### src/rtl/core/wia_pkg.sv
package wia_pkg;

    localparam int DATA_W = 64;
    localparam int ACT_W  = 5;
    localparam int TRAP_W = 2;
    localparam int CNT_W  = 7;

    localparam logic [ACT_W-1:0] ACT_EQZ    = 5'd0;
    localparam logic [ACT_W-1:0] ACT_EQ     = 5'd1;
    localparam logic [ACT_W-1:0] ACT_NE     = 5'd2;
    localparam logic [ACT_W-1:0] ACT_LT_S   = 5'd3;
    localparam logic [ACT_W-1:0] ACT_GT_S   = 5'd4;
    localparam logic [ACT_W-1:0] ACT_LE_S   = 5'd5;
    localparam logic [ACT_W-1:0] ACT_GE_S   = 5'd6;
    localparam logic [ACT_W-1:0] ACT_LT_U   = 5'd7;
    localparam logic [ACT_W-1:0] ACT_GT_U   = 5'd8;
    localparam logic [ACT_W-1:0] ACT_LE_U   = 5'd9;
    localparam logic [ACT_W-1:0] ACT_GE_U   = 5'd10;
    localparam logic [ACT_W-1:0] ACT_CLZ    = 5'd11;
    localparam logic [ACT_W-1:0] ACT_CTZ    = 5'd12;
    localparam logic [ACT_W-1:0] ACT_POPCNT = 5'd13;
    localparam logic [ACT_W-1:0] ACT_ADD    = 5'd14;
    localparam logic [ACT_W-1:0] ACT_SUB    = 5'd15;
    localparam logic [ACT_W-1:0] ACT_MUL    = 5'd16;
    localparam logic [ACT_W-1:0] ACT_DIV_U  = 5'd17;
    localparam logic [ACT_W-1:0] ACT_REM_U  = 5'd18;
    localparam logic [ACT_W-1:0] ACT_DIV_S  = 5'd19;
    localparam logic [ACT_W-1:0] ACT_REM_S  = 5'd20;
    localparam logic [ACT_W-1:0] ACT_AND    = 5'd21;
    localparam logic [ACT_W-1:0] ACT_OR     = 5'd22;
    localparam logic [ACT_W-1:0] ACT_XOR    = 5'd23;
    localparam logic [ACT_W-1:0] ACT_SHL    = 5'd24;
    localparam logic [ACT_W-1:0] ACT_SHR_S  = 5'd25;
    localparam logic [ACT_W-1:0] ACT_SHR_U  = 5'd26;
    localparam logic [ACT_W-1:0] ACT_ROTL   = 5'd27;
    localparam logic [ACT_W-1:0] ACT_ROTR   = 5'd28;
    localparam logic [ACT_W-1:0] ACT_WRAP   = 5'd29;
    localparam logic [ACT_W-1:0] ACT_EXT_S  = 5'd30;
    localparam logic [ACT_W-1:0] ACT_EXT_U  = 5'd31;

    localparam logic [TRAP_W-1:0] TRAP_NONE = 2'd0;
    localparam logic [TRAP_W-1:0] TRAP_DIV0 = 2'd1;
    localparam logic [TRAP_W-1:0] TRAP_OVF  = 2'd2;

    localparam logic [DATA_W-1:0] LOW32_MASK  = 64'h0000_0000_FFFF_FFFF;
    localparam logic [DATA_W-1:0] HIGH32_MASK = 64'hFFFF_FFFF_0000_0000;
    localparam logic [DATA_W-1:0] SIGN64      = 64'h8000_0000_0000_0000;
    localparam logic [DATA_W-1:0] SIGN32      = 64'h0000_0000_8000_0000;

    typedef enum logic [1:0] {
        KIND_SIMPLE,
        KIND_MUL,
        KIND_DIV
    } kind_t;

    typedef struct packed {
        kind_t              kind;
        logic [ACT_W-1:0]   action;
        logic               wide;
        logic [DATA_W-1:0]  a;
        logic [DATA_W-1:0]  b;
        logic [DATA_W-1:0]  dvd;
        logic [DATA_W-1:0]  dvs;
        logic               neg;
        logic               is_rem;
        logic               ovf;
    } item_t;

endpackage

### src/rtl/core/wia_queue.sv
module wia_queue
    import wia_pkg::*;
(
    input  logic  clk,
    input  logic  rst_n,
    input  logic  push,
    input  item_t push_item,
    output logic  not_full,
    input  logic  pop,
    output logic  not_empty,
    output item_t head
);

    item_t      slot_reg [2];
    logic       wr_reg;
    logic       rd_reg;
    logic [1:0] cnt_reg;

    assign not_full  = cnt_reg != 2'd2;
    assign not_empty = cnt_reg != 2'd0;
    assign head      = slot_reg[rd_reg];

    always_ff @(posedge clk or negedge rst_n)
    begin
        if (!rst_n)
        begin
            wr_reg  <= 1'b0;
            rd_reg  <= 1'b0;
            cnt_reg <= 2'd0;
        end
        else
        begin
            if (push)
            begin
                wr_reg <= ~wr_reg;
            end
            if (pop)
            begin
                rd_reg <= ~rd_reg;
            end
            if (push && !pop)
            begin
                cnt_reg <= cnt_reg + 2'd1;
            end
            else if (pop && !push)
            begin
                cnt_reg <= cnt_reg - 2'd1;
            end
        end
    end

    always_ff @(posedge clk)
    begin
        if (push)
        begin
            slot_reg[wr_reg] <= push_item;
        end
    end

endmodule

### config.mk
export PLATFORM = sky130hd
export DESIGN_NAME = wia_queue
export DESIGN_NICKNAME = d
export VERILOG_FILES = /design/src/rtl/core/wia_pkg.sv /design/src/rtl/core/wia_queue.sv
export SDC_FILE = /design/constraint.sdc
export NUM_CORES = 1
export LEC_CHECK = 0
export BUFFER_PORTS_ARGS = -buffer_cell sky130_fd_sc_hd__buf_2
export CAP_MARGIN = 15
export CORE_AREA = 2 2 211 213
export DETAILED_ROUTE_END_ITERATION = 10
export DIE_AREA = 0 0 213 215
export GPL_ROUTABILITY_DRIVEN = 0
export PLACE_DENSITY_LB_ADDON = 0.12
export SLEW_MARGIN = 20
export SYNTH_ARGS = -nofsm -noshare
export SYNTH_HDL_FRONTEND = slang
export SYNTH_SLANG_ARGS = --single-unit
### constraint.sdc
create_clock -name clk -period 14.65 [get_ports clk]
set_input_delay 1.465 -clock clk [delete_from_list [all_inputs] [get_ports clk]]
set_output_delay 1.465 -clock clk [all_outputs]
set_load 0.01 [all_outputs]
==> impl_summary.md, run 1 <==
Die
In this run the vertical extent of the chip is 215 um. Measured along the x axis, the die boundary spans 213 um. The core region is 0.0436 sq mm. In this run the core area contains between 70 and 80 standard-cell rows. The die covers 0.0458 sq mm. The count of boundary I/O pins is 540. For this configuration, the core starts out at a cell density of 46.5%.

Clock network
The largest buffer count on any clock path is 3. After clock tree synthesis, the clock-pin slew on the worst setup and hold paths is 0.06 ns. The tree built by TritonCTS fans out to 538 sinks. The clock latency of the later-clocked register in the worst-skew pair is approximately 0.58 ns. Post-CTS repair changed the size of 0 cells. The post-cts hold buffer count is 0. The post-CTS repair timing setup buffer count is 0. Counting the buffers created by CTS gives 54. TritonCTS built the clock tree.

The cell at the root of the clock tree is sky130_fd_sc_hd__clkbuf_16. The H-tree generated during clock tree synthesis spans 2 levels.

Hold path
The tightest min-delay check is of the register to register type.

GRT
The initial antenna violation count was 22. The leftover overflow at the end of global routing is 0. The first global-routing pass estimated 63,000 um of wire. Entering global routing, the biggest net connects 157 pins. The global router's overall resource usage is 18.8%. The number of global-route vias before repair is between 10,000 and 15,000.

Place
After legalization and detailed placement, the total HPWL measured 30,500 um. The count of buffers inserted at the top-level ports is 539. The number of placed instances, taps included, is 1,957.

Detailed routing
The routed design has around 44,000 um of wire. For this block, the initial DRC count from the detailed router was 597. The number of routed nets with antenna violations is 0. The ratio of routed vias to standard cells is 4.81. Across all layers, the routed design uses 9,944 vias. The first detailed-routing pass took 4 iterations.

Dividing the detail-routed wire length by the instance count gives between 20 and 25 um. The detailed-route DRC error count is 0.

Cells and area
At the end of the flow, the number of nets in the layout was 1,693. Summing all multi-input logic gate instances after layout gives 0.00386 sq mm. The signed area change from the synthesized netlist to the final layout is 24.1%. The combined flip-flop and latch cell area is ~0.016 sq mm. The fill cell instance count of the final layout is 3,415. The number of flip-flops in the largest register is around 530. Leaving out filler cells and counting taps, the final layout contains 2,066. Of the cells placed in the final design, the portion with a size suffix greater than 1 is around three fifths.

Synthesis
The post-synthesis sequential element count is 538. The leading area contributor after synthesis is sky130_fd_sc_hd__edfxtp_1. The mapped cell area is 0.0203 sq mm. The post-synthesis average cell area is about 24 sq um. The post-synthesis instance total is 847. Synthesis produced a netlist with a net count of about 1,100. Sequential cells were found to cover 79.5% of the synthesized design area. The netlist uses 15 different library cells. The top cell type by area accounts for about four fifths of the synthesized area. Yosys attributes the largest share of cell area to sky130_fd_sc_hd__edfxtp_1 79%, sky130_fd_sc_hd__mux2_4 15%, sky130_fd_sc_hd__mux2_2 3.7%. The number of warnings reported in the yosys synthesis log is 0.

Worst setup path
The type of element capturing the critical path is a primary output. The worst setup path is launched from a register. Of all nets on the critical path, the largest fanout is 58.

Data on the critical path is required at its endpoint by 13.19 ns. The arrival time reported for the critical path endpoint is ~4.8 ns. The most numerous cell type found on the critical path is sky130_fd_sc_hd__buf_4. Traced cell by cell, the critical path runs through buf_4 -> buf_4 -> buf_4 -> mux2_2 -> buf_2. The kind of critical path is register to primary output. For flop-to-flop paths, the worst setup slack is 12.18 ns. The slowest stage of the critical path is the sky130_fd_sc_hd__dfrtp_4 cell. The peak per-stage delay on the critical path is 1.03 ns.

STA
Setup total negative slack on the finished layout was measured at 0 ns. The actual transition at the worst max-transition pin is 1.07 ns. Timing would allow up to 159 MHz.

The final clock period utilization by the worst path is 43.0%. Setup repair after global routing left no endpoint under its margin. The setup skew after layout is 0.0147 ns.

The count of final max-slew check failures is 0. Setup violations remaining at the end of the flow were counted as 0. The routed design could run at a clock period as short as 6.30 ns. The number of hold violations in the final report is 0. In this run the tightest slew margin relative to its limit is 28.7%.

Power
The internal power of the cells totals 3.52 mW. The clock network accounts for roughly a quarter of the total power. The ratio of total power to cell area is 196 mW/mm^2. The sequential share of power is between 40% and 50%. Combinational logic is responsible for 30.7% of the overall power. For this design the static power due to leakage is roughly 10 nW.

IR analysis of the VDD net gives a maximum drop of approximately 130 uV. The analysis attributes to net switching a power of 1.42 mW. Net switching is 28.7% of the power.

Status
The flow ran to the end, and the final reports show no timing, DRC or antenna violations.

Job
Across the run, the number of max-cap violations was 0.
metrics by stage:
step | power [mW] | setup slack [ns] | util, % | hold WS [ns] | area, sq um
after floorplan | 3.31 | 0.768 | - | 0.455 | 20300
after detailed placement | 3.73 | 8.85 | 53.9 | 0.473 | 23500
after global routing | 5.16 | 8.02 | 57.7 | 0.528 | 25200
after CTS | 5.01 | 8.21 | 57.6 | 0.495 | 25100
final | 4.94 | 8.35 | 57.7 | 0.493 | 25200
after global placement | 3.73 | 8.88 | 53.9 | 0.474 | 23500
synthesized netlist by cell type, drive strengths merged:
master,count
dfrtp,4
edfxtp,534
nand2b,1
inv,1
buf,30
nor2,1
or2,1
and2,1
xor2,4
nor2b,1
ha,1
mux2,267
xnor2,1
worst paths after layout:
kind | start | to | cells after the start
max in group asynchronous | rst_n | rd_reg | 1
setup reg to reg | wr_reg | slot_reg[0][170] | 3
hold reg to reg | cnt_reg[1] | cnt_reg[1] | 1
min in group asynchronous | rst_n | cnt_reg[1] | 1
hold / removal | cnt_reg[1] | cnt_reg[1] | 1
setup / recovery | rd_reg | head[22] | 5
placed cells by master, fill, tap and decap left out, types with 2 or more instances in the layout:
cell type,count
sky130_fd_sc_hd__dfrtp_1,3
sky130_fd_sc_hd__mux2_2,66
sky130_fd_sc_hd__clkinv_2,6
sky130_fd_sc_hd__buf_4,7
sky130_fd_sc_hd__edfxtp_1,534
sky130_fd_sc_hd__buf_2,539
sky130_fd_sc_hd__clkbuf_1,15
sky130_fd_sc_hd__xor2_1,4
sky130_fd_sc_hd__diode_2,16
sky130_fd_sc_hd__buf_12,2
sky130_fd_sc_hd__mux2_4,201
sky130_fd_sc_hd__clkinv_1,12
sky130_fd_sc_hd__clkbuf_16,55
sky130_fd_sc_hd__bufinv_16,3
routing by layer:
layer / up-vias / wire length (um) / GRT usage [%]
met5: - / 110 / 0
met2: 381 / 22100 / 31.2
li1: 4563 / - / -
met4: 16 / 1180 / 7.37
met3: 80 / 4640 / 8.26
met1: 4904 / 16300 / 21.3
cell families after synthesis:
| family | share of synthesized area, % |
|---|---|
| xor gates and xnor gates | 0.216 |
| adders and majority gates | 0.0616 |
| buffers and inverters | 1.56 |
| DFF | 79.5 |
| muxes | 18.5 |
| and+or+nand+nor | 0.142 |
power groups by stage:
| stage | clock network (mW) | logic, mW | registers (mW) |
|---|---|---|---|
| floorplan | 0 | 1.07 | 2.24 |
| global placement | 0 | 1.55 | 2.18 |
| detailed placement | 0 | 1.55 | 2.19 |
| CTS | 1.30 | 1.55 | 2.16 |
| global route | 1.36 | 1.62 | 2.18 |
| finish | 1.27 | 1.52 | 2.15 |
worst max-delay path: cells and delay by family, from the launching register on:
| kind | cells | cell delay, ns |
|---|---|---|
| buf+inv | 4 | 2.68 |
| flops | 1 | 1.03 |
| mux | 1 | 0.41 |
layout make-up:
class                           instances  area share (%)
Sequential cell                       538            64.1
Multi-Input combinational cell        278            15.3
Timing Repair Buffer                  548            11.1
Clock buffer                           70            5.69
Tap cell                              592            2.94
Clock inverter                         23           0.720
Antenna cell                           16           0.159
Inverter                                1          0.0149
Power figures use the tool's default switching activity.
==> run 2, diff against run 1 <==
--- a/config.mk
+++ b/config.mk
@@ -7,9 +7,9 @@
 export LEC_CHECK = 0
 export BUFFER_PORTS_ARGS = -buffer_cell sky130_fd_sc_hd__buf_2
 export CAP_MARGIN = 15
-export CORE_AREA = 2 2 211 213
+export CORE_MARGIN = 1.5
+export CORE_UTILIZATION = 47
 export DETAILED_ROUTE_END_ITERATION = 10
-export DIE_AREA = 0 0 213 215
 export GPL_ROUTABILITY_DRIVEN = 0
 export PLACE_DENSITY_LB_ADDON = 0.12
 export SLEW_MARGIN = 20
==> constraint.sdc (replaced) <==
create_clock -name clk -period 5.4 [get_ports clk]
set_input_delay 0.54 -clock clk [delete_from_list [all_inputs] [get_ports clk]]
set_output_delay 0.54 -clock clk [all_outputs]
set_load 0.01 [all_outputs]
==> impl_summary.md, run 2 (synthesis gave the netlist of run 1 again) <==
Detailed routing
The number of routed nets with antenna violations is 0. Wires add up to 43,700 um. The detailed router placed 9,940 vias in this run. The detailed-route DRC error count is 0. The number of violations reported at the end of detailed-routing iteration 0 is between 500 and 600. In the final routed layout, each cell accounts on average for 21.3 um.

In the routed layout, each cell is associated on average with a via count of 4.83. The detailed-routing iteration count for the pre-antenna-repair pass is 4.

Die
The die is between 200 and 250 um wide. The initialized floorplan defines 75 standard-cell rows. In this run the vertical extent of the chip is around 210 um. In this run the count of I/O pins placed on the die edge is 540.

The placeable core region is roughly 0.042 sq mm. The total die area is 0.0444 sq mm. The initial core utilization is 48.0%.

STA
The setup total negative slack is 0 ns. Dividing the final minimum period by the clock period gives 62.1%. Measured against its own limit, the worst slew margin works out to 42.7%. The count of final max-slew check failures was 0. The worst path needs 3.35 ns of the cycle, external delays included. At the pin with the least slew margin, the transition time is around 0.86 ns. The number of hold violations in the final report came to 0. Setup repair after global routing left no endpoint under its margin.

The setup skew after layout is between 0.015 and 0.02 ns. The number of setup violations in the final report is 0. The achievable frequency is 298 MHz.

Power
Power spread over the standard cell area amounts to roughly 540 mW/mm^2. The maximum resistive drop on vdd is roughly 430 uV. The leakage component of the power is 10.0 nW. The design draws approximately 14 mW.

Cells and area
In the layout the commonest cells are 539 x sky130_fd_sc_hd__buf_2, 534 x sky130_fd_sc_hd__edfxtp_1, 201 x sky130_fd_sc_hd__mux2_4, 66 x sky130_fd_sc_hd__mux2_2, 56 x sky130_fd_sc_hd__clkbuf_16. The register with the most flip-flops in the layout has approximately 530 of them. The share of post-route cells with drive strength above 1 is ~61%.

The final net count is 1,693. The signed area change from the synthesized netlist to the final layout is 24.8%. Once layout is complete, the cells apart from fillers number 2,056.

The most common cell after layout, fill and taps aside is sky130_fd_sc_hd__buf_2.

Worst setup path
The type of element capturing the critical path is a primary output. In this run the worst setup path begins at rd_reg. The kind of critical path is register to primary output. The reg2reg setup slack is 3.24 ns. The startpoint kind of the worst setup timing path is a register. Along the worst path, the maximum fanout reaches 103.

The start of the worst register-to-register path is wr_reg. The arrival time reported for the critical path endpoint is 2.81 ns. The data required time of the worst path is just under 5 ns.

Clock network
Buffers added to address setup during post-CTS repair amount to 0. The longest clock path from root to sink contains 3 buffers. The H-tree depth is 2. The clock reaches the later pin of the worst-skew pair after about 0.58 ns. The cell sitting at the root of the clock tree is a sky130_fd_sc_hd__clkbuf_16. The clock transition at the register clock pins on the worst setup and hold paths after CTS is 0.06 ns. TritonCTS built the clock tree. The number of clock sinks seen by CTS is between 500 and 600. The post-cts hold buffer count is 1.

The number of clock buffers added by TritonCTS is 55. Once the clock tree was built, the resizer swapped 0 gates to a different size.

Place
The count of buffers inserted at the top-level ports is 539. Summed over all nets, the half-perimeter wirelength after detailed placement is 29,500 um. The number of instances in the placed design is 1,940.

Job
The number of maximum-capacitance constraint violations is 0.

GRT
Entering global routing, the biggest net connects about 140 pins. The wire length of the first global-routing pass is 61,500 um. The initial antenna violation count is 24. For this run the aggregate overflow at the end of global routing stands at 0. The global router's overall resource usage is 18.9%. The number of global-route vias before repair is 10,100.

Hold path
The classification of the worst-slack hold path is primary input to register. The startpoint of the tightest hold check path is push_item[147].

Status
The run finished with clean final reports.
[run 2: cell count changes in the layout (fill, tap and decap cells not counted), moves of 2 or more]
cell                        change
sky130_fd_sc_hd__bufinv_16      +2
sky130_fd_sc_hd__buf_4          -6
sky130_fd_sc_hd__diode_2        -4
sky130_fd_sc_hd__clkinv_2       +3
sky130_fd_sc_hd__buf_12         +4
sky130_fd_sc_hd__clkinv_1       +4
[run 2: worst paths after layout]
kind / to / cells after the start
min in group asynchronous: rd_reg / 2
max reg2reg: slot_reg[1][43] / 2
min reg2reg: cnt_reg[1] / 1
max: head[192] / 3
min: slot_reg[0][147] / 1
max in group asynchronous: rd_reg / 2
[run 2: cell type report]
class	count	area, sq um
diodes	12	30.0
clock buffers	70	1450
clock inverters	33	288
fillers	3199	17000
inverters	1	3.75
multi-input cells	278	3860
flip-flops and latches	538	16100
well taps	577	722
repair buffers	547	2840
[run 2: metal layers]
layer,global-route usage (%),share of wire [%]
met1,20.8,37
met2,31.5,50
met3,8.55,9.9
met4,8.55,3.3
met5,0,0.35
[run 2: worst max-delay path, stage by stage, from the launching register on]
cell                      delay [ns]
sky130_fd_sc_hd__dfrtp_4        0.90
sky130_fd_sc_hd__buf_12         0.60
sky130_fd_sc_hd__mux2_4         0.37
sky130_fd_sc_hd__buf_2          0.14
[run 2: power by group]
part	internal, mW	total (mW)	switching [mW]
clock	2.13	3.64	1.50
combinational	2.02	4.17	2.15
sequential	5.55	5.80	0.257
[run 2: metrics by stage]
step | hold slack (ns) | cell area [sq um] | worst slack [ns] | utilization, %
after CTS | 0.0854 | 25300 | 1.98 | 59.8
after floorplan | 0.244 | 20300 | 0.432 | -
final | 0.134 | 25300 | 2.05 | 59.8
after global routing | 0.0909 | 25300 | 1.94 | 59.8
after detailed placement | 0.350 | 23500 | 2.64 | 55.6
after global placement | 0.349 | 23500 | 2.65 | 55.6
