File: src/rtl/core/wia_pkg.sv
package wia_pkg;

    localparam int DATA_W = 64;
    localparam int ACT_W  = 5;
    localparam int TRAP_W = 2;
    localparam int CNT_W  = 7;

    localparam logic [ACT_W-1:0] ACT_EQZ    = 5'd0;
    localparam logic [ACT_W-1:0] ACT_EQ     = 5'd1;
    localparam logic [ACT_W-1:0] ACT_NE     = 5'd2;
    localparam logic [ACT_W-1:0] ACT_LT_S   = 5'd3;
    localparam logic [ACT_W-1:0] ACT_GT_S   = 5'd4;
    localparam logic [ACT_W-1:0] ACT_LE_S   = 5'd5;
    localparam logic [ACT_W-1:0] ACT_GE_S   = 5'd6;
    localparam logic [ACT_W-1:0] ACT_LT_U   = 5'd7;
    localparam logic [ACT_W-1:0] ACT_GT_U   = 5'd8;
    localparam logic [ACT_W-1:0] ACT_LE_U   = 5'd9;
    localparam logic [ACT_W-1:0] ACT_GE_U   = 5'd10;
    localparam logic [ACT_W-1:0] ACT_CLZ    = 5'd11;
    localparam logic [ACT_W-1:0] ACT_CTZ    = 5'd12;
    localparam logic [ACT_W-1:0] ACT_POPCNT = 5'd13;
    localparam logic [ACT_W-1:0] ACT_ADD    = 5'd14;
    localparam logic [ACT_W-1:0] ACT_SUB    = 5'd15;
    localparam logic [ACT_W-1:0] ACT_MUL    = 5'd16;
    localparam logic [ACT_W-1:0] ACT_DIV_U  = 5'd17;
    localparam logic [ACT_W-1:0] ACT_REM_U  = 5'd18;
    localparam logic [ACT_W-1:0] ACT_DIV_S  = 5'd19;
    localparam logic [ACT_W-1:0] ACT_REM_S  = 5'd20;
    localparam logic [ACT_W-1:0] ACT_AND    = 5'd21;
    localparam logic [ACT_W-1:0] ACT_OR     = 5'd22;
    localparam logic [ACT_W-1:0] ACT_XOR    = 5'd23;
    localparam logic [ACT_W-1:0] ACT_SHL    = 5'd24;
    localparam logic [ACT_W-1:0] ACT_SHR_S  = 5'd25;
    localparam logic [ACT_W-1:0] ACT_SHR_U  = 5'd26;
    localparam logic [ACT_W-1:0] ACT_ROTL   = 5'd27;
    localparam logic [ACT_W-1:0] ACT_ROTR   = 5'd28;
    localparam logic [ACT_W-1:0] ACT_WRAP   = 5'd29;
    localparam logic [ACT_W-1:0] ACT_EXT_S  = 5'd30;
    localparam logic [ACT_W-1:0] ACT_EXT_U  = 5'd31;

    localparam logic [TRAP_W-1:0] TRAP_NONE = 2'd0;
    localparam logic [TRAP_W-1:0] TRAP_DIV0 = 2'd1;
    localparam logic [TRAP_W-1:0] TRAP_OVF  = 2'd2;

    localparam logic [DATA_W-1:0] LOW32_MASK  = 64'h0000_0000_FFFF_FFFF;
    localparam logic [DATA_W-1:0] HIGH32_MASK = 64'hFFFF_FFFF_0000_0000;
    localparam logic [DATA_W-1:0] SIGN64      = 64'h8000_0000_0000_0000;
    localparam logic [DATA_W-1:0] SIGN32      = 64'h0000_0000_8000_0000;

    typedef enum logic [1:0] {
        KIND_SIMPLE,
        KIND_MUL,
        KIND_DIV
    } kind_t;

    typedef struct packed {
        kind_t              kind;
        logic [ACT_W-1:0]   action;
        logic               wide;
        logic [DATA_W-1:0]  a;
        logic [DATA_W-1:0]  b;
        logic [DATA_W-1:0]  dvd;
        logic [DATA_W-1:0]  dvs;
        logic               neg;
        logic               is_rem;
        logic               ovf;
    } item_t;

endpackage

File: src/rtl/core/wia_front.sv
module wia_front
    import wia_pkg::*;
(
    input  logic [ACT_W-1:0]  action,
    input  logic              wide,
    input  logic [DATA_W-1:0] operand_a,
    input  logic [DATA_W-1:0] operand_b,
    output item_t             item
);

    logic [DATA_W-1:0] mask;
    logic [DATA_W-1:0] sign;
    logic [DATA_W-1:0] a;
    logic [DATA_W-1:0] b;
    logic              sa;
    logic              sb;
    logic              signed_op;
    logic [DATA_W-1:0] mag_a;
    logic [DATA_W-1:0] mag_b;

    always_comb
    begin
        mask      = wide ? '1 : LOW32_MASK;
        sign      = wide ? SIGN64 : SIGN32;
        a         = operand_a & mask;
        b         = operand_b & mask;
        sa        = (a & sign) != '0;
        sb        = (b & sign) != '0;
        mag_a     = sa ? ((~a + 64'd1) & mask) : a;
        mag_b     = sb ? ((~b + 64'd1) & mask) : b;
        signed_op = (action == ACT_DIV_S) || (action == ACT_REM_S);

        item.action = action;
        item.wide   = wide;
        item.a      = a;
        item.b      = b;
        item.dvd    = signed_op ? mag_a : a;
        item.dvs    = signed_op ? mag_b : b;
        item.is_rem = (action == ACT_REM_U) || (action == ACT_REM_S);
        item.neg    = (action == ACT_DIV_S) ? (sa ^ sb) :
                      (action == ACT_REM_S) ? sa : 1'b0;
        item.ovf    = (action == ACT_DIV_S) && (a == sign) && (b == mask);

        unique case (action) inside
            ACT_MUL:                                  item.kind = KIND_MUL;
            ACT_DIV_U, ACT_REM_U, ACT_DIV_S, ACT_REM_S: item.kind = KIND_DIV;
            default:                                  item.kind = KIND_SIMPLE;
        endcase
    end

endmodule

File: config.mk
export PLATFORM = sky130hd
export DESIGN_NAME = wia_front
export DESIGN_NICKNAME = d
export VERILOG_FILES = /design/src/rtl/core/wia_pkg.sv /design/src/rtl/core/wia_front.sv
export SDC_FILE = /design/constraint.sdc
export NUM_CORES = 1
export LEC_CHECK = 0
export ABC_CLOCK_PERIOD_IN_PS = 2400
export CAP_MARGIN = 30
export CORE_AREA = 8 8 151 153
export DETAILED_ROUTE_END_ITERATION = 8
export DIE_AREA = 0 0 159 161
export DONT_BUFFER_PORTS = 1
export SLEW_MARGIN = 20
export SYNTH_ARGS = -nofsm -noshare
export SYNTH_HDL_FRONTEND = slang
export SYNTH_SLANG_ARGS = --single-unit
File: constraint.sdc
create_clock -name vclk -period 2.4
set_clock_uncertainty 0.1 [all_clocks]
set_input_delay 0.24 -clock vclk [all_inputs]
set_output_delay 0.24 -clock vclk [all_outputs]
set_load 0.1 [all_outputs]
==> impl_metrics.json, run 1 <==
{
  "fin_nets": 1134,
  "synthesis.area_um2": 5230,
  "muxShareOfSynthArea_pct": 8.78,
  "wl_per_cell_um": 23.7,
  "finalSetupViolCount": 48,
  "firstDrtPassIters": 5,
  "synth_compound_area_share_pct": 20.8,
  "yosysWarningCount": 0,
  "seqCellArea_um2": 0,
  "gp_congestion": 0.896,
  "tightest_slew_ns": 0.861,
  "design.seq.count": 0,
  "synth_common_cells": "nor2_1, buf_4, a21oi_1, and2_1, nor4_1",
  "grtUsageTotal_pct": 21.8,
  "period_needed_ns": 2.78,
  "antenna_found_initial": 0,
  "routed_wl_mm": 30.0,
  "final_area_um2": 11000,
  "row_count": 53,
  "grt_pass1_vias": 7417,
  "worst_slack_ns": -0.376,
  "core_area_um2": 20600,
  "irDropWorstVdd_mv": 0.136,
  "startpoint_type": "input pin",
  "num_antenna_cells": 0,
  "arrival_ns": 2.44,
  "fp.dieW_um": 159,
  "drcViolationCount": 0,
  "dp_hpwl_mm": 24.9,
  "finalHoldViolations": 0,
  "drt_iter0_drc": 422,
  "grt_setup_unrepaired": "yes",
  "io_pins": 401,
  "syn2layout_area_growth_pct": 110,
  "final_antenna_net_count": 0,
  "cts_hold_buffers": 0,
  "grt_max_degree": 93,
  "path_max_fanout": 5,
  "n_clock_buffer": 0,
  "slew_viol_final": 0,
  "postSynthAreaPerCell_um2": 6.34,
  "synth_top_family_by_area": "simple AND/OR/NAND/NOR gates",
  "crit_chain": "or4_4, or4_4, or3_4, or4_4, nand3_4",
  "ys_types": 63,
  "total_leakage_power_nw": 4.31,
  "synth.area.top_cells": "buf_4, mux2_2, nor2_1",
  "finalPower_mw": 2.80,
  "min_period_over_period_pct": 116,
  "fin_hold_ws_ns": 0.380,
  "die_h_um": 161,
  "start_util_pct": 25.4,
  "grt_overflow_total": 0,
  "via_count": 7238,
  "dieArea_um2": 25600,
  "synthesis.instances": 825,
  "via_per_inst": 5.70,
  "yosys.area_share.simple_pct": 43.8,
  "synth_adder_area_share_pct": 0.718,
  "synth_seq_area_share_pct": 0,
  "place_ws_ns": -0.371,
  "critPathKind": "in2out",
  "syn_nets": 962,
  "worstSetupEndpointType": "output port",
  "grt_pass1_wl_mm": 45.8,
  "max_stage_delay_ns": 0.53,
  "p_per_area_nw_per_um2": 254,
  "violations": "negative setup slack",
  "max_slew_margin_pct": 42.5,
  "placed_area_um2": 10500,
  "status": "finished with violations",
  "required_ns": 2.06,
  "portBuffers": 0,
  "cp_slowest_cell": "or4_4",
  "post_route_cells_drive_above_1_share_pct": 59.8,
  "critPathMostFrequentCell": "or4_4",
  "synthXorXnorAreaFrac_pct": 10.6,
  "yosysTopAreaCell": "buf_4",
  "maxCapViolations": 0,
  "synth.most_common_cell": "nor2_1",
  "fillers": 1801,
  "fmax_ghz": 0.360,
  "synth_top_area_share_pct": 10.3,
  "hp-class": "in2out"
}
[logic make-up after synthesis]
group | Yosys count
AND/OR/NAND/NOR | 409
AO/OA/AOI/OAI | 168
multiplexers | 41
buffers and inverters | 141
adder cells (fa/ha/maj) | 3
XOR/XNOR | 63
[cell usage in the layout (no fill, tap or decap), types with 9 or more instances in the layout]
cell	netlist	routed
a21oi_1	55	25
a21oi_2	0	14
a21oi_4	0	16
and2_1	52	14
and2_2	0	36
buf_12	0	101
buf_4	72	171
buf_6	0	11
inv_1	23	21
mux2_4	0	31
nand2_1	43	37
nand3_1	25	16
nand4_1	27	27
nor2_1	90	76
nor2_4	0	12
nor3_1	38	28
nor3_4	0	9
nor4_1	46	27
nor4_4	1	20
o21ai_0	31	18
or3_1	18	15
or4_1	22	12
or4_4	3	13
xnor2_2	0	9
xnor2_4	0	23
xor2_4	0	29
[per-layer routing]
| metal | routed length (um) | track usage (%) |
|---|---|---|
| met3 | 2680 | 6.16 |
| met1 | 10700 | 23.4 |
| met4 | 513 | 3.04 |
| met5 | 0 | 0 |
| met2 | 16200 | 42.3 |
[per-stage QoR]
stage,TNS (ns),instances,utilization (%)
floorplan,-17.78,825,-
global placement,-11.54,1255,51.1
detailed placement,-12.05,1256,51.1
CTS,-11.58,1267,52.5
global route,-14.15,1270,53.5
finish,-11.21,1270,53.5
[final cells by class]
| class | count | area, um2 | share of cell area (%) |
|---|---|---|---|
| Multi-Input combinational cell | 684 | 7060 | 64.2 |
| Timing Repair Buffer | 287 | 3500 | 31.8 |
| Tap cell | 275 | 344 | 3.13 |
| Inverter | 24 | 98.8 | 0.899 |
[critical path: cells and delay by family]
family,cells,cell delay [ns]
and+or+nand+nor,5,2.18
[final timing paths]
| path | slack, ns | startpoint | end | cells after the start |
|---|---|---|---|---|
| worst max-delay path | -0.38 | operand_b[12] | item[63] | 5 |
| worst min-delay path | 0.38 | operand_a[30] | item[225] | 0 |
[repair_timing]
item / 4_1_cts / 5_1_grt
pin swaps: 23 / 17
gates resized for setup: 38 / 40
setup endpoints to repair: 66 / 77
setup buffers: 11 / 5
[power breakdown]
| group | internal [mW] | switching, mW | total (mW) |
|---|---|---|---|
| combinational | 0.869 | 1.93 | 2.80 |
| sequential | 0 | 0 | 0 |
| clock | 0 | 0 | 0 |
| total | 0.869 | 1.93 | 2.80 |
No activity file was read; power rests on OpenSTA's default activity.
==> run 2, diff against run 1 <==
RECOVER_POWER = 100   (was not set)
==> impl_metrics.json, run 2 (synthesis results as in run 1) <==
{
  "path_max_fanout": 5,
  "max_slew_margin_pct": -2.67,
  "firstDrtPassIters": 5,
  "post_route_cells_drive_above_1_share_pct": 53.3,
  "cts_hold_buffers": 0,
  "grt_max_degree": 93,
  "period_needed_ns": 2.77,
  "grt_overflow_total": 0,
  "drt_iter0_drc": 404,
  "final_cell_mix": "buf_4, buf_12, nor2_1",
  "drcViolationCount": 0,
  "use_met1_pct": 23.4,
  "final_common_cell": "buf_4",
  "grt_pass1_vias": 7417,
  "cp_top_family": "simple AND/OR/NAND/NOR gates",
  "antenna_found_initial": 0,
  "grt_setup_unrepaired": "yes",
  "crit_chain": "or4_4, or4_4, or3_4, or4_4, nand3_4",
  "slew_viol_final": 3,
  "fin_hold_ws_ns": 0.380,
  "worst_slack_ns": -0.370,
  "critPathKind": "in2out",
  "irDropWorstVdd_mv": 0.127,
  "portBuffers": 0,
  "io_pins": 401,
  "n_clock_buffer": 0,
  "fmax_ghz": 0.361,
  "gp_congestion": 0.896,
  "status": "finished with violations",
  "violations": "max-capacitance violations, max-slew violations, negative setup slack",
  "core_area_um2": 20600,
  "finalNonFillerCells": 1270,
  "grtUsageTotal_pct": 21.8,
  "syn2layout_area_growth_pct": 101,
  "path_buf_inv": 0,
  "finalHoldViolations": 0,
  "arrival_ns": 2.43,
  "busiest_layer": "met2",
  "num_antenna_cells": 0,
  "tightest_slew_ns": 1.54,
  "maxCapViolations": 1,
  "seqCellArea_um2": 0,
  "row_count": 53,
  "max_stage_delay_ns": 0.53,
  "startpoint_type": "input pin",
  "grt_pass1_wl_mm": 45.8,
  "total_leakage_power_nw": 3.97,
  "dieArea_um2": 25600,
  "fin_nets": 1134,
  "required_ns": 2.06,
  "grt_use_met2_pct": 42.3,
  "dp_hpwl_mm": 24.9,
  "critPathMostFrequentCell": "or4_4",
  "finalSetupViolCount": 61,
  "wl_per_cell_um": 23.6,
  "hp-class": "in2out",
  "placedCellCount": 1256,
  "grtUsageMet3_pct": 6.16,
  "final_antenna_net_count": 0,
  "cp_slowest_cell": "or4_4",
  "start_util_pct": 25.4,
  "min_period_over_period_pct": 115,
  "routed_wl_mm": 30.0,
  "worstSetupEndpointType": "output port",
  "via_per_inst": 5.74,
  "design.seq.count": 0,
  "fp.dieW_um": 159,
  "die_h_um": 161,
  "p_per_area_nw_per_um2": 256,
  "via_count": 7285
}
run 2: path summary, 6_finish.rpt:
path                           from  depth (start not counted)        end
worst max-delay path  operand_b[12]                          5   item[63]
worst min-delay path  operand_a[30]                          0  item[225]
run 2: area by class of cell:
type,count,area (um2)
fill,1897,10000
multi-input combinational,684,7010
timing repair buffer,287,3080
tap,275,344
inverter,24,98.8
run 2: repair_timing:
action                                  CTS  global route
endpoints found under the setup margin   66            77
setup buffers                            11             5
pin swaps                                23            17
gates resized for setup                  38            40
run 2: where the power goes:
part	leakage (nW)	switching (mW)	internal (mW)	total (mW)
logic	3.97	1.92	0.780	2.70
clock network	0	0	0	0
registers	0	0	0	0
run 2: per-stage QoR:
stage | area [um2] | power (mW) | setup TNS, ns | util (%) | worst slack (ns)
after CTS | 10800 | 2.81 | -11.58 | 52.5 | -0.376
after global placement | 10500 | 2.78 | -11.54 | 51.1 | -0.369
final | 10500 | 2.70 | -11.37 | 51.2 | -0.370
after detailed placement | 10500 | 2.80 | -12.05 | 51.1 | -0.371
after floorplan | 7670 | 2.65 | -17.78 | - | -0.818
after global routing | 10500 | 2.78 | -17.13 | 51.2 | -0.408
run 2: per-layer routing:
layer / vias to the layer above / share of wire, % / routed length (um)
li1: 3340 / - / -
met1: 3557 / 36 / 10700
met2: 353 / 54 / 16100
met3: 35 / 9.0 / 2710
met4: 0 / 1.9 / 562
met5: - / 0 / 0
==> run 3, diff against run 2 <==
REMOVE_ABC_BUFFERS = 1   (was not set)
==> impl_metrics.json, run 3 (synthesis results as in run 1) <==
{
  "worstSetupEndpointType": "output port",
  "finalSetupViolCount": 72,
  "status": "finished with violations",
  "firstDrtPassIters": 5,
  "slew_viol_final": 0,
  "grt_pass1_wl_mm": 46.5,
  "gp_congestion": 0.924,
  "critPathKind": "in2out",
  "via_count": 7880,
  "placedCellCount": 1293,
  "dieArea_um2": 25600,
  "io_pins": 401,
  "placed_area_um2": 9520,
  "hp-class": "in2out",
  "p_per_area_nw_per_um2": 265,
  "final_common_cell": "buf_4",
  "max_slew_margin_pct": 14.2,
  "portBuffers": 0,
  "tns_ns": -16.93,
  "finalHoldViolations": 0,
  "drcViolationCount": 0,
  "arrival_ns": 2.57,
  "grtUsageTotal_pct": 22.3,
  "finalNonFillerCells": 1322,
  "total_leakage_power_nw": 4.22,
  "grt_pass1_vias": 7576,
  "final_antenna_net_count": 0,
  "multi_input_area_um2": 6020,
  "via_per_inst": 5.96,
  "place_ws_ns": -0.563,
  "fin_util_pct": 51.2,
  "row_count": 53,
  "fillers": 1865,
  "required_ns": 2.06,
  "fin_nets": 1186,
  "path_max_fanout": 8,
  "design.seq.count": 0,
  "seqCellArea_um2": 0,
  "grt_max_degree": 93,
  "post_route_cells_drive_above_1_share_pct": 49.7,
  "grt_setup_unrepaired": "yes",
  "startpoint_type": "input pin",
  "n_clock_buffer": 0,
  "min_period_over_period_pct": 121,
  "drt_iter0_drc": 529,
  "irDropWorstVdd_mv": 0.154,
  "num_antenna_cells": 0,
  "wl_per_cell_um": 25.1,
  "final_area_um2": 10500,
  "final_cell_mix": "buf_4, buf_12, nor2_1",
  "grt_overflow_total": 0,
  "finalPower_mw": 2.79,
  "tightest_slew_ns": 1.29,
  "fp.dieW_um": 159,
  "violations": "negative setup slack",
  "syn2layout_area_growth_pct": 101,
  "core_area_um2": 20600,
  "antenna_found_initial": 0,
  "routed_wl_mm": 33.1,
  "maxCapViolations": 0,
  "die_h_um": 161,
  "fmax_ghz": 0.344,
  "worst_slack_ns": -0.505,
  "period_needed_ns": 2.91,
  "dp_hpwl_mm": 25.5,
  "start_util_pct": 25.4,
  "fin_hold_ws_ns": 0.380
}
run 3: cell types whose count changed in the layout (fill, tap and decap cells not counted), moves of 9 or more:
cell     change
and2_1      +38
and2_2      -36
buf_12      +26
buf_6       +17
mux2_2      +13
mux2_4      -13
nor2_4       -9
xnor2_2     +16
xnor2_4     -20
xor2_2      +28
xor2_4      -28
run 3: repair_timing:
action / CTS / global route
pin swaps: 18 / 55
buffers inserted: 8 / 20
cloned: 0 / 3
resized for setup: 88 / 140
endpoints found under the setup margin: 82 / 89
hold buffers: 0 / 0
run 3: path summary, 6_finish.rpt:
check | start | end | slack [ns] | depth (start not counted)
setup / recovery | operand_b[12] | item[58] | -0.51 | 10
hold / removal | operand_b[30] | item[161] | 0.38 | 0
run 3: report_power, final:
part | leakage (nW) | internal, mW | total, mW | switching [mW]
Sequential | 0 | 0 | 0 | 0
Clock | 0 | 0 | 0 | 0
Combinational | 4.22 | 0.842 | 2.79 | 1.95
Total | 4.22 | 0.842 | 2.79 | 1.95
run 3: metal layers:
metal	vias to the layer above	track usage [%]	part of all wire, %
met5	-	0	0
met4	0	6.43	3.4
met3	95	6.82	11
li1	3444	-	-
met2	554	40.8	51
met1	3787	24.3	35
run 3: final cells by class:
cell class / count / area share (%)
multi-input cells: 684 / 57.2
repair buffers: 339 / 38.6
well taps: 275 / 3.27
inverters: 24 / 0.856
run 3: worst max-delay path, stage by stage:
cell      delay [ns]
or4_4           0.54
buf_6           0.14
or4_4           0.51
buf_6           0.14
nor3_4          0.11
buf_6           0.20
nand3_2         0.10
o311ai_2        0.22
buf_4           0.17
buf_16          0.16
